$ cat src/rtl/core/ir_sensor_frame_parser_assert.svh
// Assertion macros for the IR sensor frame parser.
// Included by the modules that check their own logic; no other dependencies.
`ifndef IR_SENSOR_FRAME_PARSER_ASSERT_SVH
`define IR_SENSOR_FRAME_PARSER_ASSERT_SVH
`ifndef SYNTH
`define IRSFP_ASSERT(lbl, clk, rst_n, prop) \
    lbl: assert property (@(posedge clk) disable iff (!rst_n) prop) \
        else $error("irsfp assertion failed");
`define IRSFP_NEVER(lbl, clk, rst_n, cond) \
    `IRSFP_ASSERT(lbl, clk, rst_n, !(cond))
`else
`define IRSFP_ASSERT(lbl, clk, rst_n, prop)
`define IRSFP_NEVER(lbl, clk, rst_n, cond)
`endif
`endif

$ cat src/rtl/core/irsfp_pkg.sv
// Shared types, constants and helper functions of the IR sensor frame parser.
// No dependencies.
package irsfp_pkg;

    localparam int FRAME_CAPACITY_DEF = 64;
    localparam int QUEUE_DEPTH        = 2;
    localparam logic [15:0] AGE_MAX   = 16'hFFFF;
    localparam logic [15:0] TIMEOUT_RESET = 16'd100;

    localparam logic [7:0] CH_DOLLAR = 8'h24;
    localparam logic [7:0] CH_HASH   = 8'h23;
    localparam logic [7:0] CH_LF     = 8'h0A;
    localparam logic [7:0] CH_CR     = 8'h0D;
    localparam logic [7:0] CH_D      = 8'h44;
    localparam logic [7:0] CH_X      = 8'h78;
    localparam logic [7:0] CH_COMMA  = 8'h2C;
    localparam logic [7:0] CH_COLON  = 8'h3A;
    localparam logic [7:0] CH_ZERO   = 8'h30;
    localparam logic [7:0] CH_ONE    = 8'h31;
    localparam logic [7:0] CH_NINE   = 8'h39;

    // config register indexes
    localparam logic CFG_SENSOR_REVERSE = 1'b0;
    localparam logic CFG_FRAME_TIMEOUT  = 1'b1;

    typedef enum logic [3:0] {
        SYM_TICK,
        SYM_DOLLAR,
        SYM_TERM,
        SYM_D,
        SYM_COMMA,
        SYM_X,
        SYM_COLON,
        SYM_ZERO,
        SYM_ONE,
        SYM_DIGIT,
        SYM_OTHER
    } t_sym;

    typedef struct packed {
        t_sym        sym;
        logic [15:0] elapsed;
    } t_item;

    function automatic t_sym classify(input logic command, input logic [7:0] c);
        t_sym s;
        if (command)
            s = SYM_TICK;
        else if (c == CH_DOLLAR)
            s = SYM_DOLLAR;
        else if (c == CH_HASH || c == CH_LF || c == CH_CR)
            s = SYM_TERM;
        else if (c == CH_D)
            s = SYM_D;
        else if (c == CH_COMMA)
            s = SYM_COMMA;
        else if (c == CH_X)
            s = SYM_X;
        else if (c == CH_COLON)
            s = SYM_COLON;
        else if (c == CH_ZERO)
            s = SYM_ZERO;
        else if (c == CH_ONE)
            s = SYM_ONE;
        else if (c > CH_ONE && c <= CH_NINE)
            s = SYM_DIGIT;
        else
            s = SYM_OTHER;
        return s;
    endfunction

    function automatic logic [7:0] reverse8(input logic [7:0] v);
        logic [7:0] r;
        for (int i = 0; i < 8; i++)
            r[7 - i] = v[i];
        return r;
    endfunction

endpackage

$ cat src/rtl/core/ir_sensor_frame_parser.sv
// IR sensor frame parser top level: front classifier, queue, back stage.
// Depends on irsfp_pkg, irsfp_front, irsfp_queue, irsfp_back.
//
// Takes received bytes and millisecond ticks one beat at a time and returns
// one result beat per input beat, in order. Frames read "$D,x<digits>:V,..."
// with eight fields; '#', CR or LF ends one, and a frame whose eighth value
// was seen latches the sensor values, clears the age and bumps the frame
// count. Sustained rate is one beat per cycle while the output is not held
// back; a result passes through the front register, the two-entry queue and
// the output register. Config writes take effect at once and are meant to
// be made while no beat is in flight.
module ir_sensor_frame_parser
    import irsfp_pkg::*;
#(
    parameter int FRAME_CAPACITY = FRAME_CAPACITY_DEF
) (
    input  logic        i_clk,
    input  logic        i_rst_n,
    input  logic        i_cfg_wr_en,
    input  logic        i_cfg_index,
    input  logic [15:0] i_cfg_wdata,
    input  logic        i_in_valid,
    output logic        o_in_ready,
    input  logic        i_command,
    input  logic [7:0]  i_rx_byte,
    input  logic [15:0] i_tick_ms,
    output logic        o_out_valid,
    input  logic        i_out_ready,
    output logic        o_frame_done,
    output logic [7:0]  o_black_mask,
    output logic [7:0]  o_line_mask,
    output logic [31:0] o_frame_count,
    output logic        o_data_fresh
);

    logic  front_valid;
    logic  front_ready;
    t_item front_item;
    logic  queue_valid;
    logic  queue_ready;
    t_item queue_item;

    irsfp_front u_front (
        .i_clk        (i_clk),
        .i_rst_n      (i_rst_n),
        .i_in_valid   (i_in_valid),
        .o_in_ready   (o_in_ready),
        .i_command    (i_command),
        .i_rx_byte    (i_rx_byte),
        .i_tick_ms    (i_tick_ms),
        .o_valid      (front_valid),
        .o_item       (front_item),
        .i_ready      (front_ready)
    );

    irsfp_queue u_queue (
        .i_clk        (i_clk),
        .i_rst_n      (i_rst_n),
        .i_push_valid (front_valid),
        .o_push_ready (front_ready),
        .i_push_item  (front_item),
        .o_pop_valid  (queue_valid),
        .i_pop_ready  (queue_ready),
        .o_pop_item   (queue_item)
    );

    irsfp_back #(
        .FRAME_CAPACITY (FRAME_CAPACITY)
    ) u_back (
        .i_clk         (i_clk),
        .i_rst_n       (i_rst_n),
        .i_cfg_wr_en   (i_cfg_wr_en),
        .i_cfg_index   (i_cfg_index),
        .i_cfg_wdata   (i_cfg_wdata),
        .i_valid       (queue_valid),
        .o_ready       (queue_ready),
        .i_item        (queue_item),
        .o_out_valid   (o_out_valid),
        .i_out_ready   (i_out_ready),
        .o_frame_done  (o_frame_done),
        .o_black_mask  (o_black_mask),
        .o_line_mask   (o_line_mask),
        .o_frame_count (o_frame_count),
        .o_data_fresh  (o_data_fresh)
    );

endmodule

$ cat src/rtl/core/irsfp_front.sv
// Front stage: accepts input beats and classifies them into symbols.
// Depends on irsfp_pkg.
module irsfp_front
    import irsfp_pkg::*;
(
    input  logic        i_clk,
    input  logic        i_rst_n,
    input  logic        i_in_valid,
    output logic        o_in_ready,
    input  logic        i_command,
    input  logic [7:0]  i_rx_byte,
    input  logic [15:0] i_tick_ms,
    output logic        o_valid,
    output t_item       o_item,
    input  logic        i_ready
);

    logic  r_valid;
    t_item r_item;

    assign o_in_ready = !r_valid || i_ready;
    assign o_valid    = r_valid;
    assign o_item     = r_item;

    always_ff @(posedge i_clk) begin
        if (!i_rst_n) begin
            r_valid <= 1'b0;
        end else if (o_in_ready) begin
            r_valid <= i_in_valid;
        end
    end

    always_ff @(posedge i_clk) begin
        if (i_in_valid && o_in_ready) begin
            r_item.sym     <= classify(i_command, i_rx_byte);
            r_item.elapsed <= i_tick_ms;
        end
    end

endmodule

$ cat src/rtl/core/irsfp_queue.sv
// Short queue of classified beats between front and back stages.
// Depends on irsfp_pkg.
module irsfp_queue
    import irsfp_pkg::*;
(
    input  logic  i_clk,
    input  logic  i_rst_n,
    input  logic  i_push_valid,
    output logic  o_push_ready,
    input  t_item i_push_item,
    output logic  o_pop_valid,
    input  logic  i_pop_ready,
    output t_item o_pop_item
);

    localparam int PTR_W = $clog2(QUEUE_DEPTH);
    localparam int CNT_W = $clog2(QUEUE_DEPTH + 1);

    t_item            r_mem [QUEUE_DEPTH];
    logic [PTR_W-1:0] r_wr_ptr;
    logic [PTR_W-1:0] r_rd_ptr;
    logic [CNT_W-1:0] r_count;
    logic             push;
    logic             pop;

    assign o_push_ready = (r_count != CNT_W'(QUEUE_DEPTH));
    assign o_pop_valid  = (r_count != '0);
    assign o_pop_item   = r_mem[r_rd_ptr];
    assign push         = i_push_valid && o_push_ready;
    assign pop          = o_pop_valid && i_pop_ready;

    always_ff @(posedge i_clk) begin
        if (!i_rst_n) begin
            r_wr_ptr <= '0;
            r_rd_ptr <= '0;
            r_count  <= '0;
        end else begin
            if (push)
                r_wr_ptr <= (r_wr_ptr == PTR_W'(QUEUE_DEPTH - 1)) ? '0 : r_wr_ptr + 1'b1;
            if (pop)
                r_rd_ptr <= (r_rd_ptr == PTR_W'(QUEUE_DEPTH - 1)) ? '0 : r_rd_ptr + 1'b1;
            if (push && !pop)
                r_count <= r_count + 1'b1;
            else if (pop && !push)
                r_count <= r_count - 1'b1;
        end
    end

    always_ff @(posedge i_clk) begin
        if (push)
            r_mem[r_wr_ptr] <= i_push_item;
    end

endmodule

$ cat src/rtl/core/irsfp_back.sv
// Back stage: frame grammar, latched sensor values, age and frame counters,
// config registers and the output register. Depends on irsfp_pkg.
`include "ir_sensor_frame_parser_assert.svh"
module irsfp_back
    import irsfp_pkg::*;
#(
    parameter int FRAME_CAPACITY = FRAME_CAPACITY_DEF
) (
    input  logic        i_clk,
    input  logic        i_rst_n,
    input  logic        i_cfg_wr_en,
    input  logic        i_cfg_index,
    input  logic [15:0] i_cfg_wdata,
    input  logic        i_valid,
    output logic        o_ready,
    input  t_item       i_item,
    output logic        o_out_valid,
    input  logic        i_out_ready,
    output logic        o_frame_done,
    output logic [7:0]  o_black_mask,
    output logic [7:0]  o_line_mask,
    output logic [31:0] o_frame_count,
    output logic        o_data_fresh
);

    localparam int CNT_W = $clog2(FRAME_CAPACITY);

    typedef enum logic [2:0] {
        PH_D,
        PH_COMMA,
        PH_X,
        PH_DIGITS,
        PH_VALUE,
        PH_SEP
    } t_phase;

    logic             r_sensor_reverse;
    logic [15:0]      r_frame_timeout;

    logic             r_hunting,   n_hunting;
    logic [CNT_W-1:0] r_stored,    n_stored;
    t_phase           r_phase,     n_phase;
    logic [2:0]       r_field,     n_field;
    logic [7:0]       r_partial,   n_partial;
    logic             r_complete,  n_complete;
    logic             r_failed,    n_failed;
    logic [7:0]       r_latched,   n_latched;
    logic             r_seen,      n_seen;
    logic [15:0]      r_age,       n_age;
    logic [31:0]      r_frames,    n_frames;
    logic             n_done;
    logic [16:0]      age_sum;
    logic [7:0]       black;

    logic             r_out_valid;
    logic             r_done;
    logic [7:0]       r_black;
    logic             r_fresh;
    logic             pop;

    assign o_ready       = !r_out_valid || i_out_ready;
    assign pop           = i_valid && o_ready;
    assign o_out_valid   = r_out_valid;
    assign o_frame_done  = r_done;
    assign o_black_mask  = r_black;
    assign o_line_mask   = ~r_black;
    assign o_frame_count = r_frames;
    assign o_data_fresh  = r_fresh;

    assign age_sum = {1'b0, r_age} + {1'b0, i_item.elapsed};

    always_comb begin
        n_hunting  = r_hunting;
        n_stored   = r_stored;
        n_phase    = r_phase;
        n_field    = r_field;
        n_partial  = r_partial;
        n_complete = r_complete;
        n_failed   = r_failed;
        n_latched  = r_latched;
        n_seen     = r_seen;
        n_age      = r_age;
        n_frames   = r_frames;
        n_done     = 1'b0;

        if (i_item.sym == SYM_TICK) begin
            if (r_age != AGE_MAX)
                n_age = age_sum[16] ? AGE_MAX : age_sum[15:0];
        end else if (i_item.sym == SYM_DOLLAR) begin
            n_hunting  = 1'b0;
            n_stored   = CNT_W'(1);
            n_phase    = PH_D;
            n_field    = '0;
            n_partial  = '0;
            n_complete = 1'b0;
            n_failed   = 1'b0;
        end else if (!r_hunting) begin
            if (r_stored < CNT_W'(FRAME_CAPACITY - 1)) begin
                n_stored = r_stored + 1'b1;
                if (!r_complete && !r_failed) begin
                    case (r_phase)
                        PH_D: begin
                            if (i_item.sym == SYM_D) n_phase = PH_COMMA;
                            else n_failed = 1'b1;
                        end
                        PH_COMMA: begin
                            if (i_item.sym == SYM_COMMA) n_phase = PH_X;
                            else n_failed = 1'b1;
                        end
                        PH_X: begin
                            if (i_item.sym == SYM_X) n_phase = PH_DIGITS;
                            else n_failed = 1'b1;
                        end
                        PH_DIGITS: begin
                            if (i_item.sym == SYM_COLON)
                                n_phase = PH_VALUE;
                            else if (i_item.sym != SYM_ZERO && i_item.sym != SYM_ONE &&
                                     i_item.sym != SYM_DIGIT)
                                n_failed = 1'b1;
                        end
                        PH_VALUE: begin
                            if (i_item.sym == SYM_ZERO || i_item.sym == SYM_ONE) begin
                                if (i_item.sym == SYM_ONE)
                                    n_partial[r_field] = 1'b1;
                                if (r_field == 3'd7) n_complete = 1'b1;
                                else n_phase = PH_SEP;
                            end else begin
                                n_failed = 1'b1;
                            end
                        end
                        PH_SEP: begin
                            if (i_item.sym == SYM_COMMA) begin
                                n_field = r_field + 3'd1;
                                n_phase = PH_X;
                            end else begin
                                n_failed = 1'b1;
                            end
                        end
                        default: n_failed = 1'b1;
                    endcase
                end
            end
            if (i_item.sym == SYM_TERM) begin
                if (n_complete) begin
                    n_latched = n_partial;
                    n_seen    = 1'b1;
                    n_age     = '0;
                    n_frames  = r_frames + 32'd1;
                    n_done    = 1'b1;
                end
                n_hunting = 1'b1;
                n_stored  = '0;
            end
        end

        black = r_sensor_reverse ? n_latched : reverse8(n_latched);
    end

    always_ff @(posedge i_clk) begin
        if (!i_rst_n) begin
            r_sensor_reverse <= 1'b0;
            r_frame_timeout  <= TIMEOUT_RESET;
        end else if (i_cfg_wr_en) begin
            case (i_cfg_index)
                CFG_SENSOR_REVERSE: r_sensor_reverse <= i_cfg_wdata[0];
                CFG_FRAME_TIMEOUT:  r_frame_timeout  <= i_cfg_wdata;
                default: ;
            endcase
        end
    end

    always_ff @(posedge i_clk) begin
        if (!i_rst_n) begin
            r_hunting   <= 1'b1;
            r_stored    <= '0;
            r_phase     <= PH_D;
            r_field     <= '0;
            r_partial   <= '0;
            r_complete  <= 1'b0;
            r_failed    <= 1'b0;
            r_latched   <= '0;
            r_seen      <= 1'b0;
            r_age       <= AGE_MAX;
            r_frames    <= '0;
            r_out_valid <= 1'b0;
        end else begin
            if (pop) begin
                r_hunting  <= n_hunting;
                r_stored   <= n_stored;
                r_phase    <= n_phase;
                r_field    <= n_field;
                r_partial  <= n_partial;
                r_complete <= n_complete;
                r_failed   <= n_failed;
                r_latched  <= n_latched;
                r_seen     <= n_seen;
                r_age      <= n_age;
                r_frames   <= n_frames;
            end
            if (o_ready)
                r_out_valid <= i_valid;
        end
    end

    always_ff @(posedge i_clk) begin
        if (pop) begin
            r_done  <= n_done;
            r_black <= black;
            r_fresh <= n_seen && (n_age <= r_frame_timeout);
        end
    end

    `IRSFP_ASSERT(a_stored_bound, i_clk, i_rst_n, r_stored <= CNT_W'(FRAME_CAPACITY - 1))
    `IRSFP_NEVER(a_hunting_empty, i_clk, i_rst_n, r_hunting && r_stored != '0)
    `IRSFP_NEVER(a_complete_failed, i_clk, i_rst_n, r_complete && r_failed)
    `IRSFP_ASSERT(a_done_counts, i_clk, i_rst_n, (pop && n_done) |=> (r_frames == $past(r_frames) + 32'd1))
    `IRSFP_ASSERT(a_done_age, i_clk, i_rst_n, (pop && n_done) |=> (r_age == '0 && r_seen))

endmodule

$ cat config.mk
export PLATFORM = sky130hd
export DESIGN_NAME = ir_sensor_frame_parser
export DESIGN_NICKNAME = d
export VERILOG_FILES = /design/src/rtl/core/irsfp_pkg.sv /design/src/rtl/core/ir_sensor_frame_parser.sv /design/src/rtl/core/irsfp_front.sv /design/src/rtl/core/irsfp_queue.sv /design/src/rtl/core/irsfp_back.sv
export VERILOG_INCLUDE_DIRS = /design/src /design/src/rtl/core
export SDC_FILE = /design/constraint.sdc
export NUM_CORES = 1
export LEC_CHECK = 0
export BUFFER_PORTS_ARGS = -buffer_cell sky130_fd_sc_hd__buf_2
export CORE_UTILIZATION = 63
export DETAILED_ROUTE_END_ITERATION = 12
export GPL_ROUTABILITY_DRIVEN = 0
export PLACE_DENSITY = 0.85
export SYNTH_ARGS = -nofsm -noshare
export SYNTH_HDL_FRONTEND = slang
export SYNTH_SLANG_ARGS = --single-unit
$ cat constraint.sdc
create_clock -name i_clk -period 8.3 [get_ports i_clk]
set_input_delay 0.415 -clock i_clk [delete_from_list [all_inputs] [get_ports i_clk]]
set_output_delay 0.415 -clock i_clk [all_outputs]
set_load 0.1 [all_outputs]
==> out/qor.yml <==
outcome:
  status: "complete, no violations"
job:
  maxCapViolCount: 0
synth:
  synth.distinct_cells: 70
  async_reset_ff_share_pct: 0
  synth-edff-count: 70
  synth_nets: 1024
  synth_flop_cell: "dfxtp_1"
  syn_avg_cell_area_um2: 9.38
  ys_seq_area_share_pct: 47.5
  yosys_register_bits: 174
  mappedNetlistArea_mm2: 0.00881
  yosysWarnings: 0
  syn-instance-count: 939
floorplanning:
  die_h_um: 120
  placement_rows: 42
  die_x_um: 120
  ios: 99
  core_region_area_mm2: 0.0135
  initial_utilization_pct: 65.5
  fp.dieArea_mm2: 0.0145
route:
  drc: 0
  wl_per_cell_um: 15.5
  drtIter0Drc: 731
  via_per_inst: 6.00
  vias: 7246
  finalWirelength_mm: 18.7
  drtPass1Iterations: 6
  ant_nets: 0
sta:
  finalCriticalPeriod_ns: 4.93
  rsz0062_at_grt: "no"
  finalCritPeriodShare_pct: 59.4
  fmax_mhz: 203
  hold_viol: 0
  slew_violations: 0
  holdWs_ns: 0.149
  finalClockSkew_ns: 0.00900
  max_slew_margin_pct: 36.4
  worst_pin_slew_ns: 0.954
  timing.setup.tns_ns: 0
  setup_viol: 0
cells_and_area:
  n_antenna_cell: 0
  final_cell_mix: "106 x nor2_1, 104 x dfxtp_1, 98 x buf_2"
  layout-drive-gt1-share_pct: 16.4
  layout_commonest_cell: "nor2_1"
  final_cells: 1207
  layout-area-overhead-vs-synth_pct: 13.1
  final_nets: 1103
  fillCellCount: 985
  postLayoutCoreUtil_pct: 74.1
placement:
  placed_cells: 1175
  io_buffers: 98
  hpwlAfterDp_mm: 13.0
worst_setup_path:
  required_ns: 8.61
  critPathMaxStageDelay_ns: 0.43
  reg2reg_depth: 19
  startpoint_type: "register"
  arrival_ns: 5.24
  path_cells: "buf_4, mux2_2, ha_1, fa_1, a211oi_1, o21a_1, nor3b_1, o21ai_0, o21ai_1, buf_4, a21oi_1, o21ai_0, ha_1, a21o_1, a21o_1, a21oi_1, o21ai_0, a2111oi_0, o32a_1"
  crit_path_end_kind: "register"
  crit_type: "reg2reg"
  path_common_cell: "o21ai_0"
  critPathSlowestCell: "a2111oi_0"
  crit_fanout: 36
cts:
  clock_sinks: 174
  cts_root_buffer: "clkbuf_16"
  clk_pin_slew_ns: 0.06
  cts.repair.resized: 0
  cts_tree: "done"
  cts_buffers: 17
  cts_max_level: 4
  clock_latency_ns: 0.44
  post_cts_buffers: 0
  cts.hold.buffers_added: 0
  cts_buffer_depth: 2
hold_path:
  hold_depth: 1
  hold_path.class: "in2reg"
global_routing:
  globalRoute.totalOverflow: 0
  grt_pass1_wl_mm: 30.2
  grt_pass1_vias: 6449
  antenna_found_initial: 0
  grt_usage_pct: 26.3
  grt_max_degree: 69
power:
  p_per_area_mw_per_mm2: 271
  max-vdd-ir-drop_v: 0.000268
  p_leak_nw: 3.90
-- worst paths after layout --
path,startpoint,end,slack (ns)
min,i_tick_ms[10],u_front.o_item[10],0.15
max,register,u_back.o_data_fresh,3.37
min reg2reg,u_front.o_item[18],u_queue.r_mem[0][18],0.44
max reg2reg,register,u_back.o_data_fresh,3.37
-- sequential cells by signal, summed over array words and instances, names as in the netlist, 2 cells and up, named ones only --
signal	flops
u_queue.r_mem	40
u_back.o_frame_count	32
u_front.o_item	20
u_back.r_age	16
u_back.r_frame_timeout	16
u_back.o_black_mask	8
u_back.r_latched	8
u_back.r_partial	8
u_back.r_stored	6
u_back.r_field	3
u_back.r_phase	3
u_queue.r_count	2
-- worst max-delay path: cells and delay by family (launching register included) --
family / cells / cell delay (ns)
buffers and inverters: 2 / 0.54
muxes: 1 / 0.39
AOI/OAI and AO/OA: 12 / 2.55
and+or+nand+nor: 1 / 0.07
adders and majority gates: 3 / 0.94
DFF: 1 / 0.31
-- layout make-up --
cell class	count	area [um2]	area share [%]
multi-input combinational	676	4280	43.0
clock buffer	18	429	4.31
clock inverter	14	141	1.42
timing repair buffer	104	536	5.37
inverter	45	169	1.70
sequential	174	4180	42.0
tap	176	220	2.21
-- synthesized netlist by cell type, types with 4 or more instances --
cell | n | share of area (%)
a211oi_1 | 5 | 0.43
a21o_1 | 16 | 1.4
a21oi_1 | 63 | 3.6
a22oi_1 | 10 | 0.85
a31oi_1 | 15 | 1.1
and2_1 | 6 | 0.43
and3_1 | 9 | 0.64
clkbuf_1 | 39 | 1.7
dfxtp_1 | 104 | 24
edfxtp_1 | 70 | 24
ha_1 | 37 | 5.3
inv_1 | 44 | 1.9
mux2_2 | 17 | 2.2
mux2i_1 | 18 | 2.0
nand2_1 | 71 | 3.0
nand2b_1 | 5 | 0.36
nand3_1 | 28 | 1.6
nand3b_1 | 4 | 0.34
nand4_1 | 22 | 1.6
nor2_1 | 106 | 4.5
nor2b_1 | 8 | 0.57
nor3_1 | 29 | 1.6
nor3b_1 | 9 | 0.77
nor4_1 | 9 | 0.64
o211ai_1 | 10 | 0.85
o21a_1 | 6 | 0.51
o21ai_0 | 59 | 3.4
or2_2 | 6 | 0.43
or3_1 | 19 | 1.3
xnor2_1 | 18 | 1.8
xor2_1 | 21 | 2.1
-- power by group --
part           internal [W]  switching [W]  total [W]
sequential         0.000968      0.0000432    0.00101
clock              0.000441       0.000335   0.000776
combinational      0.000286       0.000624   0.000910
-- logic make-up after synthesis --
logic type / after synthesis / synth area share, %
mux: 35 / 4.22
buf+inv: 89 / 3.92
simple gates: 345 / 19.3
compound gates: 219 / 15.7
xor+xnor: 39 / 3.88
fa+ha+maj: 38 / 5.48
flops: 174 / 47.5
-- through the flow --
stage	instance area, um2	setup WS (ns)	power (W)
after floorplan	8810	3.24	0.00175
after global placement	9390	3.63	0.00191
after detailed placement	9390	3.43	0.00193
after CTS	9960	3.44	0.00269
after global routing	9960	3.00	0.00282
final	9960	3.37	0.00270
-- per-layer routing --
metal	global-route usage (%)	share of wire, %	vias up
met5	0	0	-
met4	10.5	2.4	0
met1	34.6	45	3374
li1	-	-	3565
met3	5.85	5.6	46
met2	42.2	47	261
(Power assumes the default switching activity.)
